[src/hw/rtl/aqs_pkg.sv]
// Shared constants and control types of the arc quadrant splitter.
`default_nettype none

package aqs_pkg;

    localparam int ANGLE_FRAC_BITS = 4;
    localparam int ANGLE_W         = 16;
    localparam int WORK_W          = ANGLE_W + 1;
    localparam int QUARTER_TURN    = 90 << ANGLE_FRAC_BITS;
    localparam int FULL_TURN       = 360 << ANGLE_FRAC_BITS;
    localparam int ANGLE_LIMIT     = 1440 << ANGLE_FRAC_BITS;

    // A quarter turn is QUO_DIV shifted left by QUO_SHIFT.
    localparam int QUO_SHIFT   = ANGLE_FRAC_BITS + 1;
    localparam int QUO_DIV     = 45;
    localparam int RECIP_SHIFT = 16;
    localparam int QUO_RECIP   = (1 << RECIP_SHIFT) / QUO_DIV;
    localparam int X_W         = ANGLE_W - QUO_SHIFT;
    localparam int PROD_W      = 2 * X_W;
    localparam int QC_W        = 6;

    typedef struct packed {
        logic load_req;
        logic fix;
        logic load_piece;
    } t_dp_cmd;

    typedef struct packed {
        logic empty_arc;
        logic piece_last;
    } t_dp_sts;

endpackage

`default_nettype wire

[src/hw/rtl/aqs_datapath.sv]
// Datapath: angle normalization, quadrant search and piece generation.
`default_nettype none

module aqs_datapath
    import aqs_pkg::*;
(
    input  wire logic               i_clk,
    input  wire t_dp_cmd            i_cmd,
    output t_dp_sts                 o_sts,
    input  wire logic               i_op,
    input  wire logic [15:0]        i_x_rad,
    input  wire logic [15:0]        i_y_rad,
    input  wire logic [15:0]        i_start_angle,
    input  wire logic [15:0]        i_stop_angle,
    output logic                    o_kind,
    output logic [1:0]              o_quadrant,
    output logic [15:0]             o_x_rad,
    output logic [15:0]             o_y_rad,
    output logic [15:0]             o_seg_start,
    output logic [15:0]             o_seg_stop,
    output logic                    o_last
);

    localparam logic signed [WORK_W-1:0] LIM_POS = WORK_W'(ANGLE_LIMIT);
    localparam logic signed [WORK_W-1:0] LIM_NEG = -WORK_W'(ANGLE_LIMIT);

    function automatic logic signed [WORK_W-1:0] sat_angle(input logic [15:0] v);
        logic signed [WORK_W-1:0] s;
        s = {v[15], v};
        if (s > LIM_POS) begin
            s = LIM_POS;
        end else if (s < LIM_NEG) begin
            s = LIM_NEG;
        end
        return s;
    endfunction

    logic                      r_kind;
    logic [15:0]               r_rx;
    logic [15:0]               r_ry;
    logic [ANGLE_W-1:0]        r_cur;
    logic [ANGLE_W-1:0]        r_end;
    logic                      r_down;
    logic                      r_empty;
    logic [PROD_W-1:0]         r_prod;
    logic [QC_W-1:0]           r_qc;
    logic [WORK_W-1:0]         r_bound;

    logic signed [WORK_W-1:0]  sat_a;
    logic signed [WORK_W-1:0]  sat_b;
    logic signed [WORK_W-1:0]  min_ab;
    logic signed [WORK_W-1:0]  neg_min;
    logic [ANGLE_W-1:0]        nm;
    logic signed [WORK_W-1:0]  offset;
    logic signed [WORK_W-1:0]  a_sh;
    logic signed [WORK_W-1:0]  b_sh;

    logic [QC_W-1:0]           q_est;
    logic [X_W-1:0]            rem;
    logic [X_W-1:0]            rem_fix;
    logic                      rem_over;
    logic [QC_W-1:0]           q_fix;
    logic                      on_bound;
    logic [QC_W-1:0]           qc_init;
    logic [QC_W-1:0]           qc_mult;
    logic [WORK_W-1:0]         bound_init;

    logic [WORK_W-1:0]         end_w;
    logic [WORK_W-1:0]         stop_w;
    logic                      piece_last;

    // Input normalization.
    always_comb begin
        sat_a   = sat_angle(i_start_angle);
        sat_b   = sat_angle(i_stop_angle);
        min_ab  = (sat_a < sat_b) ? sat_a : sat_b;
        neg_min = -min_ab;
        nm      = neg_min[ANGLE_W-1:0];
        if (!min_ab[WORK_W-1]) begin
            offset = '0;
        end else if (nm >= ANGLE_W'(4 * FULL_TURN)) begin
            offset = WORK_W'(5 * FULL_TURN);
        end else if (nm >= ANGLE_W'(3 * FULL_TURN)) begin
            offset = WORK_W'(4 * FULL_TURN);
        end else if (nm >= ANGLE_W'(2 * FULL_TURN)) begin
            offset = WORK_W'(3 * FULL_TURN);
        end else if (nm >= ANGLE_W'(FULL_TURN)) begin
            offset = WORK_W'(2 * FULL_TURN);
        end else begin
            offset = WORK_W'(FULL_TURN);
        end
        a_sh = sat_a + offset;
        b_sh = sat_b + offset;
    end

    // Quotient correction and first boundary.
    always_comb begin
        q_est      = r_prod[RECIP_SHIFT +: QC_W];
        rem        = r_cur[ANGLE_W-1:QUO_SHIFT] - (X_W'(q_est) * X_W'(QUO_DIV));
        rem_over   = (rem >= X_W'(QUO_DIV));
        rem_fix    = rem_over ? (rem - X_W'(QUO_DIV)) : rem;
        q_fix      = rem_over ? (q_est + QC_W'(1)) : q_est;
        on_bound   = (rem_fix == '0) && (r_cur[QUO_SHIFT-1:0] == '0);
        qc_init    = (r_down && on_bound) ? (q_fix - QC_W'(1)) : q_fix;
        qc_mult    = r_down ? qc_init : (qc_init + QC_W'(1));
        bound_init = WORK_W'(qc_mult) * WORK_W'(QUARTER_TURN);
    end

    // Current piece.
    always_comb begin
        end_w = {1'b0, r_end};
        if (r_down) begin
            stop_w = (r_bound < end_w) ? end_w : r_bound;
        end else begin
            stop_w = (r_bound > end_w) ? end_w : r_bound;
        end
        piece_last = (stop_w == end_w);
    end

    always_ff @(posedge i_clk) begin
        r_prod <= PROD_W'(r_cur[ANGLE_W-1:QUO_SHIFT]) * PROD_W'(QUO_RECIP);
        if (i_cmd.load_req) begin
            r_kind  <= i_op;
            r_rx    <= i_x_rad;
            r_ry    <= i_op ? i_y_rad : 16'd0;
            r_cur   <= a_sh[ANGLE_W-1:0];
            r_end   <= b_sh[ANGLE_W-1:0];
            r_down  <= (b_sh < a_sh);
            r_empty <= (a_sh == b_sh);
        end
        if (i_cmd.fix) begin
            r_qc    <= qc_init;
            r_bound <= bound_init;
        end
        if (i_cmd.load_piece) begin
            o_kind      <= r_kind;
            o_quadrant  <= r_qc[1:0];
            o_x_rad     <= r_rx;
            o_y_rad     <= r_ry;
            o_seg_start <= r_cur;
            o_seg_stop  <= stop_w[ANGLE_W-1:0];
            o_last      <= piece_last;
            r_cur       <= stop_w[ANGLE_W-1:0];
            if (r_down) begin
                r_qc    <= r_qc - QC_W'(1);
                r_bound <= r_bound - WORK_W'(QUARTER_TURN);
            end else begin
                r_qc    <= r_qc + QC_W'(1);
                r_bound <= r_bound + WORK_W'(QUARTER_TURN);
            end
        end
    end

    assign o_sts.empty_arc  = r_empty;
    assign o_sts.piece_last = o_last;

endmodule

`default_nettype wire

[src/hw/rtl/aqs_ctrl.sv]
// Controller state machine of the arc quadrant splitter.
`default_nettype none

module aqs_ctrl
    import aqs_pkg::*;
(
    input  wire logic    i_clk,
    input  wire logic    i_rst_n,
    input  wire logic    i_in_valid,
    output logic         o_in_ready,
    output logic         o_out_valid,
    input  wire logic    i_out_ready,
    output t_dp_cmd      o_cmd,
    input  wire t_dp_sts i_sts
);

    typedef enum logic [2:0] {
        S_IDLE,
        S_MUL,
        S_FIX,
        S_STEP,
        S_EMIT
    } t_state;

    t_state r_state;
    t_state n_state;

    always_comb begin
        n_state = r_state;
        unique case (r_state)
            S_IDLE: begin
                if (i_in_valid) begin
                    n_state = S_MUL;
                end
            end
            S_MUL: begin
                n_state = i_sts.empty_arc ? S_IDLE : S_FIX;
            end
            S_FIX: begin
                n_state = S_STEP;
            end
            S_STEP: begin
                n_state = S_EMIT;
            end
            S_EMIT: begin
                if (i_out_ready && i_sts.piece_last) begin
                    n_state = S_IDLE;
                end
            end
            default: begin
                n_state = S_IDLE;
            end
        endcase
    end

    always_ff @(posedge i_clk) begin
        if (!i_rst_n) begin
            r_state <= S_IDLE;
        end else begin
            r_state <= n_state;
        end
    end

    assign o_in_ready       = (r_state == S_IDLE);
    assign o_out_valid      = (r_state == S_EMIT);
    assign o_cmd.load_req   = (r_state == S_IDLE) && i_in_valid;
    assign o_cmd.fix        = (r_state == S_FIX);
    assign o_cmd.load_piece = (r_state == S_STEP)
                           || ((r_state == S_EMIT) && i_out_ready && !i_sts.piece_last);

endmodule

`default_nettype wire

[src/hw/rtl/arc_quadrant_splitter_top.sv]
// Top level of the arc quadrant splitter.
`default_nettype none

// Cuts one arc request into pieces that each lie within a single 90 degree
// quadrant and sends them out one word per piece, the final piece marked by
// tlast. Angles in sixteenths of a degree are clamped to plus or minus 1440
// degrees and raised by whole turns when either is negative. After a request
// is accepted the block finds the starting quadrant by a reciprocal multiply,
// a one-step quotient correction and the load of the first piece, then emits
// one piece per cycle while m_axis_tready is high. The next request is
// accepted only once the last piece has been taken. A request with equal
// angles yields no word and returns the block to idle for the next request.
module arc_quadrant_splitter_top
    import aqs_pkg::*;
(
    input  wire logic        i_clk,
    input  wire logic        i_rst_n,
    input  wire logic        s_axis_tvalid,
    output logic             s_axis_tready,
    // x radius, y radius, start angle, stop angle
    input  wire logic [63:0] s_axis_tdata,
    // op
    input  wire logic        s_axis_tuser,
    output logic             m_axis_tvalid,
    input  wire logic        m_axis_tready,
    // quadrant, x radius, y radius, piece start, piece stop, zero fill
    output logic [71:0]      m_axis_tdata,
    // kind
    output logic             m_axis_tuser,
    output logic             m_axis_tlast
);

    t_dp_cmd     cmd;
    t_dp_sts     sts;
    logic [1:0]  quadrant;
    logic [15:0] out_rx;
    logic [15:0] out_ry;
    logic [15:0] seg_start;
    logic [15:0] seg_stop;

    aqs_ctrl u_ctrl (
        .i_clk       (i_clk),
        .i_rst_n     (i_rst_n),
        .i_in_valid  (s_axis_tvalid),
        .o_in_ready  (s_axis_tready),
        .o_out_valid (m_axis_tvalid),
        .i_out_ready (m_axis_tready),
        .o_cmd       (cmd),
        .i_sts       (sts)
    );

    aqs_datapath u_dp (
        .i_clk         (i_clk),
        .i_cmd         (cmd),
        .o_sts         (sts),
        .i_op          (s_axis_tuser),
        .i_x_rad       (s_axis_tdata[15:0]),
        .i_y_rad       (s_axis_tdata[31:16]),
        .i_start_angle (s_axis_tdata[47:32]),
        .i_stop_angle  (s_axis_tdata[63:48]),
        .o_kind        (m_axis_tuser),
        .o_quadrant    (quadrant),
        .o_x_rad       (out_rx),
        .o_y_rad       (out_ry),
        .o_seg_start   (seg_start),
        .o_seg_stop    (seg_stop),
        .o_last        (m_axis_tlast)
    );

    assign m_axis_tdata = {6'd0, seg_stop, seg_start, out_ry, out_rx, quadrant};

endmodule

`default_nettype wire

[config.mk]
export PLATFORM = sky130hd
export DESIGN_NAME = arc_quadrant_splitter_top
export DESIGN_NICKNAME = d
export VERILOG_FILES = /design/src/hw/rtl/aqs_pkg.sv /design/src/hw/rtl/aqs_datapath.sv /design/src/hw/rtl/aqs_ctrl.sv /design/src/hw/rtl/arc_quadrant_splitter_top.sv
export SDC_FILE = /design/constraint.sdc
export NUM_CORES = 1
export LEC_CHECK = 0
export ABC_AREA = 1
export BUFFER_PORTS_ARGS = -buffer_cell sky130_fd_sc_hd__buf_2
export CAP_MARGIN = 10
export CORE_MARGIN = 1.5
export CORE_UTILIZATION = 60
export CTS_CLUSTER_SIZE = 28
export DETAILED_ROUTE_END_ITERATION = 10
export PLACE_DENSITY = 0.79
export RECOVER_POWER = 100
export SETUP_SLACK_MARGIN = 0.02
export SLEW_MARGIN = 20
export SYNTH_ARGS = -nofsm -noshare
export SYNTH_HDL_FRONTEND = slang
export SYNTH_SLANG_ARGS = --single-unit
[constraint.sdc]
create_clock -name i_clk -period 12.8 [get_ports i_clk]
set_input_delay 1.28 -clock i_clk [delete_from_list [all_inputs] [get_ports i_clk]]
set_output_delay 1.28 -clock i_clk [all_outputs]
set_load 0.01 [all_outputs]
* Word level (Yosys, flattened, before mapping)
Cells that the tools add are included.
Word-level totals: register bits after elaboration 179, input port bits 69, output and inout bits 76, word-level logic and storage cells 97
Cells by class: $add $sub $neg 12, multipliers 3, magnitude comparators 13, eq/ne operators 8, mux-type cells 29, reductions and logical operators 14
Operators by type and width (count):
- 2-to-1 mux 17 bit | 15
- 2-to-1 mux 6 bit | 6
- adder 17 bit | 2
- less-than comparator 17 bit | 2
- >= comparator 16 x 15 -> 1 bit, second input constant | 2
- greater-than comparator 16 bit, second input constant | 2
- less-than comparator 16 bit, second input constant | 2
- 2-to-1 mux 16 bit | 2
- adder 6 x 1 -> 6 bit, second input constant | 3
- multiplier 11 x 7 -> 18 bit, second input constant | 1
- adder 17 x 11 -> 17 bit, second input constant | 1
- equality test 17 x 16 -> 1 bit | 1
- equality test 17 bit | 1
- greater-than comparator 17 x 16 -> 1 bit | 1
- less-than comparator 17 x 16 -> 1 bit | 1
- subtractor 17 x 11 -> 17 bit, second input constant | 1
- >= comparator 16 x 13 -> 1 bit, second input constant | 1
- >= comparator 16 x 14 -> 1 bit, second input constant | 1
- negator 16 bit | 1
- one-hot mux 3 bit (5 select lines) | 1
- 2-to-1 mux 14 bit | 1
- multiplier 6 x 6 -> 12 bit, second input constant | 1
- subtractor 6 x 1 -> 6 bit, second input constant | 2
- >= comparator 11 x 6 -> 1 bit, second input constant | 1
- 19 further kinds | 27

* Longest topological paths before layout
Gate-level depths: netlist of run 1.
word-level depth 15, mapped depth 53, gate-level depth less buffers 53

* Hierarchy
From an unflattened synthesis of run 1, not the netlist that was laid out.
Second synthesis, totals: cells, all modules 1588, area, all modules 13365.3 um^2
By module, submodules not included:
- aqs_datapath | times used 1, cells an instance 1553, area each 13142.6 um^2, sequential area each 4594.4 um^2
- aqs_ctrl | times used 1, cells an instance 28, area each 173.9 um^2, sequential area each 60.1 um^2
- arc_quadrant_splitter_top | times used 1, cells an instance 7, area each 48.8 um^2, sequential area each 0.0 um^2

* Worst setup path after synthesis of run 1
Ideal clock, no wire load.
kind register -> register, from register u_dp.r_prod[17], to register u_dp.r_bound[16], data pin, library setup time 258 ps, arrival 7381 ps, required time 12542 ps, path slack 5160 ps, stages on the path, launching flop included 45, path buffers 1, clock period less this slack 7640 ps, cells stage by stage dfxtp_1 ha_1 inv_1 fa_1 fa_1 fa_1 ha_1 inv_1 o21ai_0 nor2_1 nand2_1 nand2_1 nand2_1 nand3_2 nor2_4 nand2_4 buf_6 nand2_1 [9 not listed] inv_1 fa_1 fa_1 inv_1 ha_1 a21oi_1 and2_1 nor2_1 nor2_1 inv_1 a21oi_1 nor2_1 nor2_1 nor2_1 nor2_1 xnor2_1 nand2_1 nand2_1
On the way: longest elaborated chain between the ends 13, elaborated cells between the ends (all ways) 17, classes of those cells add/sub: 5; mul: 2; order compare: 1; mux: 6; reduce/logical: 3
RTL lines:
- from (decl) | RTL line aqs_datapath.sv:45 | logic [PROD_W-1:0] r_prod;
- from (signal assigned) | RTL line aqs_datapath.sv:121 | r_prod <= PROD_W'(r_cur[ANGLE_W-1:QUO_SHIFT]) * PROD_W'(QUO_RECIP);
- branches (longest 7 deep; another with multiplier 6 x 6 -> 11 bit)
- 2-to-1 mux 6 bit * | RTL line aqs_datapath.sv:104 | qc_init = (r_down && on_bound) ? (q_fix - QC_W'(1)) : q_fix;
- adder 6 x 1 -> 6 bit | RTL line aqs_datapath.sv:105 | qc_mult = r_down ? qc_init : (qc_init + QC_W'(1));
- 2-to-1 mux 6 bit * | RTL line aqs_datapath.sv:105
- multiplier 6 x 6 -> 12 bit * | RTL line aqs_datapath.sv:106 | bound_init = WORK_W'(qc_mult) * WORK_W'(QUARTER_TURN);
- 2-to-1 mux 17 bit * | RTL line aqs_datapath.sv:131 | if (i_cmd.fix) begin
- 2-to-1 mux 17 bit * | RTL line aqs_datapath.sv:135 | if (i_cmd.load_piece) begin
- to (signal assigned) | RTL line aqs_datapath.sv:133 | r_bound <= bound_init;
- to (signal assigned) | RTL line aqs_datapath.sv:146 | r_bound <= r_bound - WORK_W'(QUARTER_TURN);
- to (signal assigned) | RTL line aqs_datapath.sv:149 | r_bound <= r_bound + WORK_W'(QUARTER_TURN);
- to (decl) | RTL line aqs_datapath.sv:47 | logic [WORK_W-1:0] r_bound;
Every way passes the cells marked *. The select of a mux whose other input is x is not followed. A chain may end at the register's enable or synchronous reset.

* Worst setup path after layout of run 1
from register u_dp.r_prod[19], to register u_dp.r_bound[16], data pin
The elaborated chain is that of the path after synthesis.

==> results of run 1 <==
## cells in the final DEF, fill, tap and decap left out, drive strengths merged, types with 12 or more instances in the layout
cell,Yosys,layout
nand2,383,383
fa,42,42
a21oi,64,64
nand4,19,19
edfxtp,149,149
nand3,105,105
nor2,130,130
buf,14,64
ha,166,166
xnor2,15,15
xor2,33,33
nor3,12,12
inv,321,329
clkbuf,15,94
o21ai,84,84
## Yosys cell counts (9+ instances only)
library cell	count
clkbuf_1	15
xor2_1	32
dfxtp_1	9
fa_1	42
nor2_1	117
inv_1	315
xnor2_1	15
ha_1	166
nor3_1	11
nand2_2	11
nand4_1	18
nand3_1	99
nor2_2	9
a21oi_1	63
o21ai_0	74
nand2_1	371
edfxtp_1	149
## through the flow
| step | std cells | area (um^2) | hold WS, ps | worst slack (ps) | util, % |
|---|---|---|---|---|---|
| after floorplan | 1627 | 13350 | 400.3 | 5161 | - |
| after global placement | 2019 | 14270 | 400.1 | 3992 | 65.38 |
| after detailed placement | 2019 | 14270 | 404.5 | 3656 | 65.38 |
| after CTS | 2051 | 14860 | 421.2 | 4078 | 68.09 |
| after global routing | 2051 | 14700 | 425.2 | 2225 | 67.35 |
| final | 2051 | 14700 | 420.3 | 3206 | 67.35 |
## per-layer routing
metal  up-vias  track usage (%)  wire, um
met3        67            4.621      1564
li1       5530                -         -
met4         0            10.26       988
met5         -                0         0
met1      5062            35.00     13550
met2       327            48.05     15450
## path summary, 6_finish.rpt
kind	startpoint	end	cells past startpoint
max	u_dp.r_prod[19]	u_dp.r_bound[16]	42
min	u_dp.r_ry[11]	u_dp.o_y_rad[11]	0
max reg2reg	u_dp.r_prod[19]	u_dp.r_bound[16]	42
min reg2reg	u_dp.r_ry[11]	u_dp.o_y_rad[11]	0
## critical path: cells and delay by family (launching register included)
family / cells / cell delay, ps
compound gates: 5 / 1280
xor+xnor: 1 / 90
fa+ha+maj: 11 / 4470
buf+inv: 6 / 380
flops: 1 / 480
simple gates: 19 / 2660
## sequential cells by signal, summed over array words and instances (netlist names)
register	cells
u_dp.o_seg_start	16
u_dp.o_seg_stop	16
u_dp.o_x_rad	16
u_dp.o_y_rad	16
u_dp.r_cur	16
u_dp.r_end	16
u_dp.r_rx	16
u_dp.r_ry	16
u_dp.r_bound	12
u_dp.r_prod	6
u_ctrl.r_state	3
u_dp.o_quadrant	2
u_dp.r_qc	2
u_dp.o_kind	1
u_dp.o_last	1
u_dp.r_down	1
u_dp.r_empty	1
u_dp.r_kind	1
## cells by family after synthesis
family	synth area share (%)
simple gates	21.61
buf+inv	10.35
fa+ha+maj	21.89
compound gates	7.913
flops	34.92
xor+xnor	3.295
other cells	0.02813
## layout make-up
| type | count | area share, % |
|---|---|---|
| multi-input cells | 1115 | 49.47 |
| flip-flops and latches | 158 | 31.66 |
| inverters | 325 | 8.299 |
| repair buffers | 141 | 4.145 |
| clock buffers | 17 | 2.894 |
| well taps | 280 | 2.383 |
| clock inverters | 15 | 1.141 |
==> impl_results.md, run 1 <==
- Global-route wire length before repair: 51.47 mm
- Slew @ Worst Pin: 2914 ps
- Die X: 152.1 um
- Clock buffer depth: 2
- Sequential area share after synthesis: 34.92%
- Avg Inst Size Synth: 8.218 um^2
- Share of the synthesized area in the top cell type: 33.56%
- Overall routing resource usage: 27.78%
- Outcome: finished with violations
- Relative slew slack: -94.27%
- Total grt overflow: 0
- CP Data Required Time: 12990 ps
- Crit end category: flop
- Seq cells post-synth: 158
- TritonCTS clock tree: done
- Clock latency on the worst-skew pair: 450 ps
- Synth-to-Final Area Change: 10.27%
- # Post-CTS Setup Buffers: 0
- Synth cell types: 58
- YS warnings: 0
- Clock sink count: 158
- Failing checks: max-capacitance violations, max-slew violations
- Post-CTS resize count: 0
- Area leader, netlist: edfxtp_1
- Final Cycle Share: 74.96%
- Clk slew on worst S/H paths: 70 ps
- Final hold vios: 0
- Min Tclk post-route: 9594 ps
- Cell Area, Synth: 13330 um^2
- Initial Util: 61.08%
- Antenna viol nets, final: 0
- Full die area: 23120 um^2
- Main synth FF type: edfxtp_1
- Synth area leaders: edfxtp_1, ha_1, nand2_1
- Initial DRC count: 675
- Slew Limit Fails: 160
- NumNets Final: 2035
- Max-cap violations: 3
- Worst Path Class, Setup: reg2reg
- Startpoint types: flop
- WL/cell: 15.38 um
- CTS Hold Bufs: 0
- Post-synth EDFFs: 149
- Inserted Diodes: 0
- F_max: 0.1042 GHz
- Core ar.: 21820 um^2
- CTS buffer count: 17
- Die height: 152.1 um
- RSZ-0062 raised after global routing: no
- Core Rows: 54
- CP max FO: 26
- Vias: 10990
- Pin count of the biggest net entering global routing: 65
- IO Count: 145
- Register Area: 4654 um^2
- Multi-input logic area: 7272 um^2
- Fillers: 1844
- Cell mode on critical path: nor2_1
- Clk_skew: 14.62 ps
- Layout cells sized above 1: 7.453%
- Initial antenna violation count: 0
- I/O Buffers: 138
- HP Class: reg2reg
- DRC viols: 0
- Drt first pass iters: 5
- Root buf cell: clkbuf_16
- Vias per cell: 5.356
- Final wirelength: 31.55 mm
- Max stage delay cell, worst path: o21ai_0
- R2r setup slk: 3210 ps
- Final setup TNS: 0 ps
- Final setup fails: 0
- Critical Path AT: 9790 ps
- Global placer's final weighted congestion: 0.9659
- Vias in the first global route: 10650
- Largest stage delay, worst path: 660 ps
- DP Wirelength: 25.25 mm
- Cells after Synth: 1622
- CTS H-tree lvls: 4
- Async set or reset register ratio after synthesis: 0%
Power of run 1 is left out: the tool's default activity adds up to more than one toggle a clock period on the data nets, which glitch-free logic cannot reach.
==> inputs of run 2 (changes only) <==
CORE_UTILIZATION = 55   (was 60)
PLACE_DENSITY = 0.76   (was 0.79)
clock period = 8.8 ns   (was 12.8 ns; I/O delays follow)
==> run 2 against run 1 <==
Compared with the run above:
- the run still ends with max-capacitance violations, max-slew violations left
- core utilization decreased by 4.0 points
- setup slack got worse by 2600 ps
- routed wire length up 0.36%
- clock skew down 1.6 ps
- fmax is 17% higher
- critical path type unchanged
- critical endpoint unchanged
- worst hold slack got worse by 1.3 ps
- first-iteration DRC count is 6.5% lower
==> impl_results.md, run 2 (synthesis gave the netlist of run 1 again) <==
- DRC viols: 0 (unchanged)
- Dpl ws: 398.6 ps (-3257 ps)
- Outcome: finished with violations
- Final setup fails: 0 (unchanged)
- Initial antenna violation count: 0 (unchanged)
- Final Core Density: 63.32% (-4.0 points)
- Final Cycle Share: 93.55% (+19 points)
- Final wirelength: 31.66 mm (+0.36%)
- Commonest non-fill, non-tap cell in the layout: nand2_1
- Relative slew slack: -176.4% (-82 points)
- Clk slew on worst S/H paths: 80 ps (about the same)
- Drt first pass iters: 6 (+1)
- I/O Buffers: 138 (unchanged)
- Final WS setup: 567.8 ps (-2638 ps)
- CTS Hold Bufs: 0 (unchanged)
- Post-Layout Cell Count: 2099 (+2.3%)
- Inserted Diodes: 0 (unchanged)
- CP Data Required Time: 8990 ps (-4000 ps)
- Antenna viol nets, final: 0 (unchanged)
- Clock buffer depth: 2 (unchanged)
- NumNets Final: 2044 (+0.44%)
- Buffers & Inverters on Critical Path: 5 (-1)
- Total grt overflow: 0 (unchanged)
- F_max: 0.1215 GHz (+17%)
- Vias in the first global route: 10570 (-0.83%)
- Placed cell count: 2063 (+2.2%)
- CP max FO: 6 (-77%)
- Core Rows: 56 (+3.7%)
- TritonCTS clock tree: done
- Layout cells sized above 1: 9.326% (+1.9 points)
- Clock sink count: 158 (unchanged)
- DP Wirelength: 25.04 mm (-0.83%)
- Clk_skew: 13.00 ps (-1.620 ps)
- Vias: 10940 (-0.41%)
- IO Count: 145 (unchanged)
- Min Tclk post-route: 8232 ps (-1362 ps)
- Initial DRC count: 631 (-6.5%)
- Worst R2R Path Depth: 44 (+4.8%)
- Worst Setup EP: u_dp.r_bound[16]
- Global-route wire length before repair: 50.70 mm (-1.5%)
- RR Endpoint: u_dp.r_bound[16]
- Synth-to-Final Area Change: 12.16%
- Cell family with most CP delay: adder cells
- Worst Path Class, Setup: reg2reg
- Vias per cell: 5.212 (-2.7%)
- HP Class: reg2reg
- R2r setup slk: 570 ps (-2640 ps)
- Slew Limit Fails: 142 (-11%)
- Initial Util: 56.45% (-4.6 points)
- CTS buffer count: 17 (unchanged)
- Core ar.: 23610 um^2 (+8.2%)
- Overall routing resource usage: 25.96% (-1.8 points)
- Startpoint types: flop
- Slew @ Worst Pin: 4146 ps (+1232 ps)
- Pin count of the biggest net entering global routing: 88 (+35%)
- Max-cap violations: 3 (unchanged)
- Crit path depth: 44 (+4.8%)
- Die X: 158.7 um (+4.4%)
- Critical Path AT: 8430 ps (-1360 ps)
- Die height: 158.7 um (+4.4%)
- RSZ-0062 raised after global routing: yes
- Global placer's final weighted congestion: 0.9998 (+3.5%)
- WL/cell: 15.09 um (-1.9%)
- R2r startpoint: u_dp.r_prod[17]
- Root buf cell: clkbuf_16
- Critical path launch point: u_dp.r_prod[17]
- Largest stage delay, worst path: 580 ps (-80 ps)
- Full die area: 25180 um^2 (+8.9%)
- Failing checks: max-capacitance violations, max-slew violations
- Clock latency on the worst-skew pair: 440 ps (about the same)
- Most frequent cells in the layout: nand2_1, inv_1, ha_1, edfxtp_1, nor2_1
- CTS H-tree lvls: 4 (unchanged)
- Max stage delay cell, worst path: fa_1
- Final hold vios: 0 (unchanged)
- Crit end category: flop
==> run 2: cell count changes in the layout (fill, tap and decap cells not counted), moves of 3 or more <==
cell      before  now
inv_8          6    2
dfxtp_2        0    6
clkinv_4       3    0
nand2_1      374  367
clkinv_8       3    7
nor2_2         7   10
nor2_1       119  116
buf_4          0    8
nand2_2        9   14
dfxtp_1        9    3
o21ai_0       75   72
==> run 2: per-stage QoR <==
step	hold slack, ps	TNS (ps)	area, um^2
CTS	417.5	0	14980
detailed placement	404.5	0	14350
global route	428.4	-39.72	14950
floorplan	400.3	0	13350
global placement	400.4	0	14350
finish	419.0	0	14950
==> run 2: area by class of cell <==
cell class | instances | area (um^2)
Inverter | 325 | 1220
Timing Repair Buffer | 149 | 671.9
Clock inverter | 15 | 203.9
Fill cell | 2032 | 8661
Sequential cell | 158 | 4662
Multi-Input combinational cell | 1116 | 7370
Clock buffer | 17 | 425.4
Tap cell | 319 | 399.1
==> run 2: layer usage <==
layer | GRT usage [%] | up-vias | routed length (um)
li1 | - | 5548 | -
met1 | 33.19 | 5011 | 13690
met2 | 44.56 | 313 | 15480
met3 | 3.865 | 69 | 1586
met4 | 9.524 | 0 | 905
met5 | 0 | - | 0
==> run 2: worst min path at each step <==
stage	start	end	slack, ps	cells after the start
6_report	u_dp.r_rx[5]	u_dp.o_x_rad[5]	420	0
5_1_grt	u_dp.r_rx[0]	u_dp.o_x_rad[0]	430	0
4_1_cts	u_dp.r_rx[8]	u_dp.o_x_rad[8]	420	0
3_5_place_dp	u_dp.r_ry[0]	u_dp.o_y_rad[0]	400	0
3_3_place_gp	u_dp.r_ry[5]	u_dp.o_y_rad[5]	400	0
2_1_floorplan	u_dp.r_kind	u_dp.o_kind	400	0
==> run 2: repair_timing <==
item	CTS	global route
setup endpoints to repair	0	4
gates resized for setup	0	18
hold endpoints to repair	0	0
buffers inserted	0	3
==> run 2: worst reg2reg max path: cells and delay by family (launching register included) <==
| family | cells | cell delay (ps) |
|---|---|---|
| XOR/XNOR | 1 | 80 |
| buffers and inverters | 5 | 390 |
| flip-flops | 1 | 370 |
| AO/OA/AOI/OAI | 3 | 400 |
| adder cells (fa/ha/maj) | 10 | 4170 |
| AND/OR/NAND/NOR | 25 | 2610 |
Power of run 2 is left out for the same reason.
